File: src/rtl/core/next_smooth_size_search_macros.svh
// assertion macros for the padded length search
`ifndef NEXT_SMOOTH_SIZE_SEARCH_MACROS_SVH
`define NEXT_SMOOTH_SIZE_SEARCH_MACROS_SVH

// condition holds at every rising clock edge outside reset
`define NSS_ASSERT_HOLDS(label, cond, msg) \
    label: assert property (@(posedge clk) disable iff (!rst_n) (cond)) else $error(msg);

// antecedent implies consequent in the same cycle
`define NSS_ASSERT_IMPL(label, ante, cons, msg) \
    label: assert property (@(posedge clk) disable iff (!rst_n) (ante) |-> (cons)) \
        else $error(msg);

// antecedent implies consequent in the next cycle
`define NSS_ASSERT_NEXT(label, ante, cons, msg) \
    label: assert property (@(posedge clk) disable iff (!rst_n) (ante) |=> (cons)) \
        else $error(msg);

`endif

File: src/rtl/core/nss_pkg.sv
// shared types and constants for the padded length search
`default_nettype none

package nss_pkg;

    localparam int unsigned DEF_SIZE_BITS = 24;

    typedef enum logic [1:0] {
        FACTOR_2,
        FACTOR_3,
        FACTOR_5,
        FACTOR_7
    } factor_t;

    function automatic logic [2:0] factor_value(input factor_t factor);
        logic [2:0] value;
        unique case (factor)
            FACTOR_2: value = 3'd2;
            FACTOR_3: value = 3'd3;
            FACTOR_5: value = 3'd5;
            FACTOR_7: value = 3'd7;
            default:  value = 3'd7;
        endcase
        return value;
    endfunction

endpackage

`default_nettype wire

File: src/rtl/core/nss_step_unit.sv
// shared step unit: multiply by a small prime and compare with the current best
`default_nettype none

module nss_step_unit #(
    parameter int unsigned LEN_BITS = nss_pkg::DEF_SIZE_BITS + 1
) (
    input  wire logic [LEN_BITS-1:0] base,
    input  wire nss_pkg::factor_t    factor,
    input  wire logic [LEN_BITS-1:0] bound,
    output logic [LEN_BITS-1:0]      prod,
    output logic                     below
);

    logic [LEN_BITS+2:0] prod_wide;
    logic [2:0]          factor_val;

    assign factor_val = nss_pkg::factor_value(factor);
    assign prod_wide  = {3'b000, base} * {{LEN_BITS{1'b0}}, factor_val};
    assign below      = prod_wide < {3'b000, bound};
    assign prod       = prod_wide[LEN_BITS-1:0];

endmodule

`default_nettype wire

File: src/rtl/core/next_smooth_size_search.sv
// the search runs in steps, a step being one candidate product or one exhausted
// factor level; the result is registered in ST_DONE
// throughput: one item at a time, the next item is taken once the result is registered
// the shared multiply-by-prime and compare unit sets the rate, one step per cycle
// reset: asynchronous, clears the sequencer and the result valid, no memory to clear
`default_nettype none

module next_smooth_size_search #(
    parameter int unsigned SIZE_BITS = nss_pkg::DEF_SIZE_BITS
) (
    input  wire logic                 clk,
    input  wire logic                 rst_n,
    input  wire logic                 req_valid,
    output logic                      req_ready,
    input  wire logic [SIZE_BITS:0]   min_length,
    input  wire logic                 even_only,
    output logic                      rsp_valid,
    input  wire logic                 rsp_ready,
    output logic [SIZE_BITS:0]        padded_length
);

    `include "next_smooth_size_search_macros.svh"

    localparam int unsigned LEN_BITS = SIZE_BITS + 1;
    localparam logic [LEN_BITS-1:0] LEN_MAX = {1'b1, {SIZE_BITS{1'b0}}};

    typedef enum logic [2:0] {
        ST_IDLE,
        ST_P7,
        ST_P5,
        ST_P3,
        ST_P2,
        ST_DONE
    } state_t;

    state_t              state_reg, state_next;
    logic [LEN_BITS-1:0] need_reg, need_next;
    logic [LEN_BITS-1:0] best_reg, best_next;
    logic [LEN_BITS-1:0] p2_reg, p2_next;
    logic [LEN_BITS-1:0] p3_reg, p3_next;
    logic [LEN_BITS-1:0] p5_reg, p5_next;
    logic [LEN_BITS-1:0] p7_reg, p7_next;
    logic [LEN_BITS-1:0] padded_length_reg, padded_length_next;
    logic                rsp_valid_reg, rsp_valid_next;

    logic [LEN_BITS-1:0] step_base;
    nss_pkg::factor_t    step_factor;
    logic [LEN_BITS-1:0] step_prod;
    logic                step_below;
    logic [LEN_BITS-1:0] start_val;
    logic [LEN_BITS-1:0] need_clamped;

    // operand select for the shared unit
    always_comb
    begin
        unique case (state_reg)
            ST_P7:
            begin
                step_base   = p7_reg;
                step_factor = nss_pkg::FACTOR_7;
            end
            ST_P5:
            begin
                step_base   = p5_reg;
                step_factor = nss_pkg::FACTOR_5;
            end
            ST_P3:
            begin
                step_base   = p3_reg;
                step_factor = nss_pkg::FACTOR_3;
            end
            ST_P2:
            begin
                step_base   = p2_reg;
                step_factor = nss_pkg::FACTOR_2;
            end
            default:
            begin
                step_base   = p7_reg;
                step_factor = nss_pkg::FACTOR_7;
            end
        endcase
    end

    nss_step_unit #(
        .LEN_BITS (LEN_BITS)
    ) u_step (
        .base   (step_base),
        .factor (step_factor),
        .bound  (best_reg),
        .prod   (step_prod),
        .below  (step_below)
    );

    // zero treated as one, above range clamped
    always_comb
    begin
        priority if (min_length == '0)
            need_clamped = LEN_BITS'(1);
        else if (min_length > LEN_MAX)
            need_clamped = LEN_MAX;
        else
            need_clamped = min_length;
    end

    assign start_val = even_only ? LEN_BITS'(2) : LEN_BITS'(1);

    always_comb
    begin
        state_next         = state_reg;
        need_next          = need_reg;
        best_next          = best_reg;
        p2_next            = p2_reg;
        p3_next            = p3_reg;
        p5_next            = p5_reg;
        p7_next            = p7_reg;
        padded_length_next = padded_length_reg;
        rsp_valid_next     = rsp_valid_reg && !rsp_ready;

        unique case (state_reg)
            ST_IDLE:
            begin
                if (req_valid)
                begin
                    need_next  = need_clamped;
                    best_next  = LEN_MAX;
                    p2_next    = start_val;
                    p3_next    = start_val;
                    p5_next    = start_val;
                    p7_next    = start_val;
                    state_next = ST_P7;
                end
            end
            ST_P7:
            begin
                if (p7_reg >= need_reg)
                begin
                    best_next  = p7_reg;
                    state_next = ST_P5;
                end
                else if (step_below)
                begin
                    p7_next = step_prod;
                end
                else
                begin
                    state_next = ST_P5;
                end
            end
            ST_P5:
            begin
                if (step_below)
                begin
                    p5_next    = step_prod;
                    p7_next    = step_prod;
                    state_next = ST_P7;
                end
                else
                begin
                    state_next = ST_P3;
                end
            end
            ST_P3:
            begin
                if (step_below)
                begin
                    p3_next    = step_prod;
                    p5_next    = step_prod;
                    p7_next    = step_prod;
                    state_next = ST_P7;
                end
                else
                begin
                    state_next = ST_P2;
                end
            end
            ST_P2:
            begin
                if (step_below)
                begin
                    p2_next    = step_prod;
                    p3_next    = step_prod;
                    p5_next    = step_prod;
                    p7_next    = step_prod;
                    state_next = ST_P7;
                end
                else
                begin
                    state_next = ST_DONE;
                end
            end
            ST_DONE:
            begin
                if (!rsp_valid_reg || rsp_ready)
                begin
                    padded_length_next = best_reg;
                    rsp_valid_next     = 1'b1;
                    state_next         = ST_IDLE;
                end
            end
            default:
            begin
                state_next = ST_IDLE;
            end
        endcase
    end

    always_ff @(posedge clk or negedge rst_n)
    begin
        if (!rst_n)
        begin
            state_reg         <= ST_IDLE;
            need_reg          <= '0;
            best_reg          <= '0;
            p2_reg            <= '0;
            p3_reg            <= '0;
            p5_reg            <= '0;
            p7_reg            <= '0;
            padded_length_reg <= '0;
            rsp_valid_reg     <= 1'b0;
        end
        else
        begin
            state_reg         <= state_next;
            need_reg          <= need_next;
            best_reg          <= best_next;
            p2_reg            <= p2_next;
            p3_reg            <= p3_next;
            p5_reg            <= p5_next;
            p7_reg            <= p7_next;
            padded_length_reg <= padded_length_next;
            rsp_valid_reg     <= rsp_valid_next;
        end
    end

    assign req_ready     = (state_reg == ST_IDLE);
    assign rsp_valid     = rsp_valid_reg;
    assign padded_length = padded_length_reg;

    `NSS_ASSERT_NEXT(a_accept_starts, req_valid && req_ready, state_reg == ST_P7, "accepted item did not start the search")
    `NSS_ASSERT_IMPL(a_inner_below_best, state_reg == ST_P7, p7_reg < best_reg, "inner candidate not below best")
    `NSS_ASSERT_IMPL(a_best_in_range, state_reg != ST_IDLE, best_reg <= LEN_MAX && best_reg != '0, "best out of range")
    `NSS_ASSERT_IMPL(a_loop_order, state_reg != ST_IDLE, p2_reg <= p3_reg && p3_reg <= p5_reg && p5_reg <= p7_reg, "loop products out of order")
    `NSS_ASSERT_IMPL(a_result_covers_need, state_reg == ST_DONE, best_reg >= need_reg, "result below requested length")

endmodule

`default_nettype wire
File: config.mk
export PLATFORM = sky130hd
export DESIGN_NAME = next_smooth_size_search
export DESIGN_NICKNAME = d
export VERILOG_FILES = /design/src/rtl/core/nss_pkg.sv /design/src/rtl/core/nss_step_unit.sv /design/src/rtl/core/next_smooth_size_search.sv
export VERILOG_INCLUDE_DIRS = /design/src /design/src/rtl/core
export SDC_FILE = /design/constraint.sdc
export NUM_CORES = 1
export LEC_CHECK = 0
export BUFFER_PORTS_ARGS = -buffer_cell sky130_fd_sc_hd__buf_2
export CAP_MARGIN = 10
export CELL_PAD_IN_SITES_DETAIL_PLACEMENT = 0
export CELL_PAD_IN_SITES_GLOBAL_PLACEMENT = 1
export CORE_UTILIZATION = 25
export DETAILED_ROUTE_END_ITERATION = 10
export PLACE_DENSITY = 0.51
export SLEW_MARGIN = 40
export SYNTH_ARGS = -nofsm -noshare
export SYNTH_HDL_FRONTEND = slang
export SYNTH_HIERARCHICAL = 1
export SYNTH_SLANG_ARGS = --single-unit
export TNS_END_PERCENT = 50
File: constraint.sdc
create_clock -name clk -period 18.5 [get_ports clk]
set_clock_uncertainty 0.2 [all_clocks]
set_input_delay 4.625 -clock clk [delete_from_list [all_inputs] [get_ports clk]]
set_output_delay 4.625 -clock clk [all_outputs]
set_load 0.02 [all_outputs]
Yosys cells after proc, flatten, opt, wreduce, memory -nomap -nowiden
Cells that the tools add are included.
- bits in registers: 179
- output and inout port bits: 27
- input bits: 30
- logic and storage cells: 78
- $mul: 1
- multiplexer cells: 27
- order comparisons: 3
- reductions and logical operators: 22
- equality and inequality tests: 16
- operators with widths (cell ; count):
    2-to-1 mux 25 bit ; 8
    case mux 25 bit (2 select lines) ; 4
    case mux 25 bit (3 select lines) ; 2
    < comparator 28 x 25 -> 1 bit ; 1
    multiplier 25 x 3 -> 28 bit ; 1
    >= comparator 25 bit ; 1
    greater-than comparator 25 bit, second input constant ; 1
    zero test 25 bit ; 1
    2-to-1 mux 3 bit ; 6
    case mux 3 bit (6 select lines) ; 1
    AND reduction 3 bit ; 6
    case mux 3 bit (4 select lines) ; 1
    inequality test 2 bit, second input constant ; 5
    nonzero test 2 bit ; 4
    == test 3 x 2 -> 1 bit, second input constant ; 2
    == test 3 bit, second input constant ; 2
    case mux 2 bit (3 select lines) ; 1
    == test 2 bit, second input constant ; 2
    2-to-1 mux 2 bit ; 2
    inequality test 2 x 1 -> 1 bit, second input constant ; 2
    AND reduction 2 bit ; 2
    == test 3 x 1 -> 1 bit, second input constant ; 1
    zero test 3 bit ; 1
    inequality test 3 bit, second input constant ; 1
    9 further kinds ; 11

Logic depth before layout (Yosys ltp)
Gate-level depths: netlist of the first run.
- word-level depth: 9
- gate-level depth with buffers: 40
- depth with buffers taken out: 31

By module
Netlist of the first run, hierarchy kept.
- by module, submodules not included (module ; times used ; area an instance (um2) ; cells an instance ; seq. area each (um2)):
    next_smooth_size_search ; 1 ; 8309.2 ; 813 ; 4479.3
    nss_step_unit ; 1 ; 2736.4 ; 387 ; 0.0

Least setup slack after synthesis of the first run
Ideal clock, no wire load.
- path kind: register to register
- start: register state_reg[0]
- end: register p5_reg[10]
- slack: 11196 ps
- stages on the path, launching flop included: 37
- setup time: 121 ps
- arrival time: 6983 ps
- path buffers: 8
- cells stage by stage: dfrtp_1 buf_2 nor2b_1 nand2_1 nand2_1 buf_2 buf_2 inv_1 buf_2 nand2b_1 clkbuf_1 nand2_1 fa_1 inv_1 ha_1 a211oi_2 o21ai_1 a221o_1 a221o_1 a21oi_2 nor2b_1 xnor2_1 ha_1 a21o_1 a21oi_1 nor2b_1 o21ai_0 o211ai_1 a41o_1 a211oi_2 clkbuf_1 inv_1 o21ai_2 a21oi_1 buf_2 buf_2 a22o_1
- longest elaborated chain between the ends: 8
- RTL lines (what ; line ; source):
    from (decl) ; next_smooth_size_search.sv:36 ; state_t state_reg, state_next;
    from (signal assigned) ; next_smooth_size_search.sv:224 ; state_reg <= state_next;
    == test 3 bit or == test 3 x 2 -> 1 bit (tied branches) ; next_smooth_size_search.sv:56 ; unique case (state_reg)
    case mux 2 bit (3 select lines) (*) ; next_smooth_size_search.sv:56 ;
    net step_factor[1] ; next_smooth_size_search.sv:47 ; nss_pkg::factor_t step_factor;
    == test 2 bit (tied with other cells) ; nss_pkg.sv:17 ; unique case (factor)
    case mux 3 bit (4 select lines) (*) ; nss_pkg.sv:17 ;
    multiplier 25 x 3 -> 28 bit (*) ; nss_step_unit.sv:18 ; assign prod_wide = {3'b000, base} * {{LEN_BITS{1'b0}}, factor_val};
    net step_prod[21] ; next_smooth_size_search.sv:48 ; logic [LEN_BITS-1:0] step_prod;
    < comparator 28 x 25 -> 1 bit (*) ; nss_step_unit.sv:19 ; assign below = prod_wide < {3'b000, bound};
    net step_below ; next_smooth_size_search.sv:49 ; logic step_below;
    inequality test 2 x 1 -> 1 bit (no source line) (*) ; -- ;
    AND reduction 3 bit (no source line) (*) ; -- ;
    to (signal assigned) ; next_smooth_size_search.sv:229 ; p5_reg <= p5_next;
    to (decl) ; next_smooth_size_search.sv:41 ; logic [LEN_BITS-1:0] p5_reg, p5_next;
Mark *: on every way through the listed nets, which the timed path passes. The rest lies on a longest branch. The select of a mux whose other input is x is not followed.
A chain may end at the register's enable or synchronous reset.

Worst setup path in the final report of the first run
- start: register state_reg[0]
- end: register p5_reg[13]
The elaborated chain is that of the path after synthesis.

==> results.ini, run 1 <==
[outcome]
status=finished clean

[route]
num_vias=8580
ant_nets=0
drt-pass1-iter-count=5
wl_mm=32.56
first_iter_violations=536
wl_per_cell_um=17.66
drc=0
viasPerCell=4.655

[setup_path]
crit_family=compound AO/OA/AOI/OAI gates
rr_worst_depth=30
r2r-end=p5_reg[13]$_DFFE_PN0P_
r2r_slack_ns=9.07
reg2reg_from=state_reg[0]$_DFFE_PN0P_
cp_max_fo=37
start_kind=flop
worst_ep_required_time_ns=18.68
crit_slowest_cell=or2_2
critical_path.endpoint_type=flop
path_buf_inv=6
path_class=reg2reg
cp.arrival_ns=9.61
crit_start=state_reg[0]$_DFFE_PN0P_
critPathMaxStageDelay_ns=0.76

[logic_synthesis]
syn_inst=1200
synth_cell_types=61
ys.warnings.count=6
post-synth-top-area-cell=dfrtp_1
ys_seq_elements=179
synth_edf_count=0
syn_area_um2=11050
synthArstFlopShare_pct=100.0
synth_seq_area_share_pct=40.55
synth_top_cell_area_share_pct=40.55
synth_most_common_cell=nand2_1
synthFlopType=dfrtp_1
postSynthAreaPerCell_um2=9.205
syn_nets=1330
synth_area_leaders=dfrtp_1, nand2_1, ha_1
synth_common_cells=nand2_1, dfrtp_1, inv_1

[grt]
grt_first_pass_wirelength_mm=51.01
grt_max_degree=115
track_usage_pct=15.08
antenna_found_initial=0
grt_overflow=0
grt_pass1_vias=8514

[clock_network]
cts_sinks=179
clock_path_buffers=2
clock_latency_ns=0.45
cts_tree=yes
path_clk_slew_ns=0.07
cts_inserted_buffers=17
cts_setup_buffers=0
cts_max_level=4
cts_hold_buf=0
cts-root-buf=clkbuf_16
cts_resized=0

[die]
initial_utilization_pct=25.47
num_io_pins=57
die_width_um=212.2
core_area_um2=43360
die_area_um2=45030
std_cell_rows=76
die_h_um=212.2

[timing]
rsz0062_at_grt=no
min_period_ns=9.430
report.final.slew_viol_count=0
setup_viol=0
worst_slack_ns=9.070
relSlewSlack_pct=48.05
fmax_ghz=0.1060
finalCritPeriodShare_pct=50.97
tns_ns=0
final-hold-violation-count=0
worstMarginPinSlew_ns=0.7792

[placed_design]
post_dp_cell_area_um2=12050
dpl.hpwl_mm=24.23
place_ws_ns=9.202
port_buffers=56
place_congestion=0.8160
dp_cells=1811

[layout]
nets=1375
n_antenna_cell=0
final_cell_count_no_fill=1843
fin_area_um2=12710
multi_input_area_um2=5853
drive_gt1_share_pct=12.80
nFillCells=4636
regArea_um2=4481
area_growth_pct=15.11

[job]
drv_cap=0

[min_path]
holdPathEnd=p2_reg[12]$_DFFE_PN0P_
hold_path_depth=2
holdCritStartpoint=p2_reg[12]$_DFFE_PN0P_
hold_class=reg2reg

[routing by layer]
metal	vias to the layer above	track usage [%]	wire length [um]
met5	-	0	0
met4	0	6.147	849
met3	36	1.684	1062
met2	184	22.58	14090
met1	4188	21.91	16560
li1	4172	-	-
[layout make-up]
type	instances	share of cell area (%)
Clock inverter	14	1.752
Inverter	128	3.779
Timing Repair Buffer	83	3.985
Clock buffer	18	3.454
Tap cell	585	5.757
Sequential cell	179	35.24
Multi-Input combinational cell	836	46.03
[tightest hold or removal path: stages (launching register included)]
cell	delay [ns]
dfrtp_1	0.34
nand2_1	0.05
nand2_1	0.05
[layout by cell type (no fill, tap or decap), drive strengths merged, types with 2 or more instances in the layout]
cell,Yosys,final
o211ai,6,6
clkbuf,26,19
dfrtp,179,179
fa,24,24
o21a,6,6
a221oi,2,2
nor3,5,5
nand4,8,8
nor4,8,8
xnor2,15,15
o21bai,2,2
mux2i,57,57
mux2,25,25
clkinv,0,5
nand2b,8,8
or3,2,2
a21o,11,11
and4,3,3
a211oi,5,5
a22oi,2,2
buf,31,82
inv,128,131
ha,76,76
a21oi,48,48
o22ai,3,3
nor2,26,26
and2,14,14
a221o,2,2
nor2b,9,9
o21ai,76,76
a31oi,3,3
o221ai,25,25
a22o,45,45
nand2,270,270
nand3,32,32
bufinv,0,5
xor2,6,6
[per-stage QoR]
stage          util, %  hold slack [ns]
6_report         29.32           0.2677
5_1_grt          29.32           0.2952
4_1_cts          29.31           0.2707
3_5_place_dp     27.79           0.2553
3_3_place_gp     27.73           0.2487
2_1_floorplan        -           0.2386
[kinds of logic after synthesis]
kind of cell,after synthesis,share of synthesized area (%)
adders and majority gates,101,13.05
and+or+nand+nor,389,15.33
xor gates and xnor gates,21,1.665
AOI/OAI and AO/OA,243,14.82
DFF,179,40.55
muxes,82,7.714
buffers and inverters,185,6.876
[worst max path at each step]
| stage | slack [ns] | cells past startpoint | endpoint |
|---|---|---|---|
| 4_1_cts | 9.10 | 30 | p5_reg[14]$_DFFE_PN0P_ |
| 3_5_place_dp | 9.20 | 30 | p5_reg[4]$_DFFE_PN0P_ |
| 5_1_grt | 8.29 | 29 | p5_reg[11]$_DFFE_PN0P_ |
| 6_report | 9.07 | 30 | p5_reg[13]$_DFFE_PN0P_ |
| 3_3_place_gp | 9.27 | 29 | p7_reg[4]$_DFFE_PN0P_ |
| 2_1_floorplan | 11.20 | 36 | p5_reg[10]$_DFFE_PN0P_ |
Power of run 1 is left out: the tool's default activity adds up to more than one toggle a clock period on the data nets, which glitch-free logic cannot reach.
==> run 2: changes to the inputs <==
--- a/config.mk
+++ b/config.mk
@@ -12,7 +12,7 @@
 export CELL_PAD_IN_SITES_GLOBAL_PLACEMENT = 1
 export CORE_UTILIZATION = 25
 export DETAILED_ROUTE_END_ITERATION = 10
-export PLACE_DENSITY = 0.51
+export PLACE_DENSITY = 0.53
 export SLEW_MARGIN = 40
 export SYNTH_ARGS = -nofsm -noshare
 export SYNTH_HDL_FRONTEND = slang
==> constraint.sdc (replaced) <==
create_clock -name clk -period 8.2 [get_ports clk]
set_clock_uncertainty 0.2 [all_clocks]
set_input_delay 2.05 -clock clk [delete_from_list [all_inputs] [get_ports clk]]
set_output_delay 2.05 -clock clk [all_outputs]
set_load 0.02 [all_outputs]
==> run 2 against run 1 <==
Final cell count rose by 0.49%. Worst setup slack got worse by 8.5 ns. Final area rose by 0.14%. Largest cell class unchanged. Highest routed layer unchanged.
==> results.ini, run 2 (synthesis gave the netlist of run 1 again) <==
[outcome]
status=finished clean  ; unchanged

[clock_network]
cts_hold_buf=0  ; unchanged
clock_latency_ns=0.45  ; about the same
clock_path_buffers=2  ; unchanged
cts_max_level=4  ; unchanged
cts_setup_buffers=0  ; unchanged
cts_sinks=179  ; unchanged
path_clk_slew_ns=0.07  ; about the same
cts_tree=yes  ; unchanged
cts-root-buf=clkbuf_16  ; unchanged
cts_inserted_buffers=17  ; unchanged
cts_resized=0  ; unchanged

[route]
wl_mm=33.99  ; was 32.56 mm
drt-pass1-iter-count=5  ; unchanged
viasPerCell=4.625  ; was 4.655
wl_met1_mm=17.48  ; was 16.56 mm
wl_met2_mm=14.81  ; was 14.09 mm
ant_nets=0  ; unchanged
met3RoutedLength_mm=1.165  ; was 1.062 mm
dr.max_layer_used=met4  ; unchanged
wl_per_cell_um=18.35  ; was 17.66 um
drc=0  ; unchanged
num_vias=8565  ; was 8580
first_iter_violations=540  ; was 536

[timing]
setup_viol=0  ; unchanged
fmax_ghz=0.1312  ; was 0.1060 GHz
final-hold-violation-count=0  ; unchanged
tns_ns=0  ; unchanged
holdWs_ns=0.2687  ; was 0.2677 ns
min_period_ns=7.620  ; was 9.430 ns
worst_slack_ns=0.5800  ; was 9.070 ns
worstMarginPinSlew_ns=0.7786  ; was 0.7792 ns
rsz0062_at_grt=no  ; unchanged
report.final.slew_viol_count=0  ; unchanged
relSlewSlack_pct=47.72  ; was 48.05%
finalCritPeriodShare_pct=92.93  ; was 50.97%

[placed_design]
place_ws_ns=0.6471  ; was 9.202 ns
post_dp_cell_area_um2=12130  ; was 12050 um^2
port_buffers=56  ; unchanged
dpl.hpwl_mm=24.99  ; was 24.23 mm
place_congestion=0.7989  ; was 0.8160

[die]
die_h_um=212.2  ; unchanged
initial_utilization_pct=25.47  ; unchanged
num_io_pins=57  ; unchanged
std_cell_rows=76  ; unchanged
die_area_um2=45030  ; unchanged
core_area_um2=43360  ; unchanged
die_width_um=212.2  ; unchanged

[setup_path]
cp-endpoint=p7_reg[10]$_DFFE_PN0P_  ; was p5_reg[13]$_DFFE_PN0P_
r2r_slack_ns=0.58  ; was 9.07 ns
cp_max_fo=25  ; was 37
r2r-end=p7_reg[10]$_DFFE_PN0P_  ; was p5_reg[13]$_DFFE_PN0P_
reg2reg_from=state_reg[2]$_DFFE_PN0P_  ; was state_reg[0]$_DFFE_PN0P_
critPathMaxStageDelay_ns=0.58  ; was 0.76 ns
cp.arrival_ns=7.76  ; was 9.61 ns
start_kind=flop  ; unchanged
crit_start=state_reg[2]$_DFFE_PN0P_  ; was state_reg[0]$_DFFE_PN0P_
path_class=reg2reg  ; unchanged
rr_worst_depth=29  ; was 30
worst_ep_required_time_ns=8.34  ; was 18.68 ns
critical_path.endpoint_type=flop  ; unchanged
crit_slowest_cell=dfrtp_1  ; was or2_2

[layout]
nets=1385  ; was 1375
nFillCells=4700  ; was 4636
multi_input_area_um2=5854  ; was 5853 um^2
drive_gt1_share_pct=12.94  ; was 12.80%
regArea_um2=4481  ; unchanged
mostFrequentLayoutCells=nand2_1, dfrtp_1, inv_1  ; unchanged
final_common_cell=nand2_1  ; unchanged
n_antenna_cell=0  ; unchanged
area_growth_pct=15.27  ; was 15.11%
fin_area_um2=12730  ; was 12710 um^2

[grt]
track_usage_pct=15.74  ; was 15.08%
antenna_found_initial=1  ; was 0
grt_overflow=0  ; unchanged
grt_max_degree=119  ; was 115
grt_first_pass_wirelength_mm=53.18  ; was 51.01 mm
grt_pass1_vias=8624  ; was 8514

[min_path]
hold_path_depth=2  ; unchanged
hold_class=reg2reg  ; unchanged

[job]
drv_cap=0  ; unchanged

==> run 2: cell count changes in the layout (fill, tap and decap cells not counted), sizes merged <==
cell and change:
buf +10, clkbuf +9, bufinv -3, clkinv -3, inv -3, clkinvlp -1
==> run 2: metrics by stage <==
| stage | util (%) | cells |
|---|---|---|
| after CTS | 29.32 | 1851 |
| after global placement | 27.91 | 1820 |
| after floorplan | - | 1200 |
| after global routing | 29.36 | 1852 |
| after detailed placement | 27.98 | 1820 |
| final | 29.36 | 1852 |
==> run 2: area by class of cell <==
class	count	share of cell area, %
multi-input cells	836	45.98
flip-flops and latches	179	35.19
well taps	585	5.749
repair buffers	93	4.727
clock buffers	27	4.029
inverters	128	3.774
clock inverters	4	0.5503
==> run 2: per-layer routing <==
| metal | vias up | GRT usage, % |
|---|---|---|
| met5 | - | 0 |
| met4 | 0 | 4.673 |
| met3 | 23 | 2.334 |
| met2 | 149 | 23.95 |
| met1 | 4200 | 22.85 |
| li1 | 4193 | - |
==> run 2: worst min path at each step <==
stage,from,endpoint
after global placement,p2_reg[2]$_DFFE_PN0P_,p2_reg[2]$_DFFE_PN0P_
after CTS,p2_reg[8]$_DFFE_PN0P_,p2_reg[8]$_DFFE_PN0P_
final,p2_reg[23]$_DFFE_PN0P_,p2_reg[23]$_DFFE_PN0P_
after floorplan,p2_reg[10]$_DFFE_PN0P_,p2_reg[10]$_DFFE_PN0P_
after global routing,p2_reg[23]$_DFFE_PN0P_,p2_reg[23]$_DFFE_PN0P_
after detailed placement,p2_reg[8]$_DFFE_PN0P_,p2_reg[8]$_DFFE_PN0P_
==> run 2: critical path: cells and delay by family, from the launching register on <==
| family | cells | cell delay (ns) |
|---|---|---|
| compound gates | 15 | 3.11 |
| fa+ha+maj | 3 | 1.27 |
| buf+inv | 4 | 0.63 |
| simple gates | 6 | 1.10 |
| flops | 1 | 0.58 |
| xor+xnor | 1 | 0.58 |
Power of run 2 is left out for the same reason.
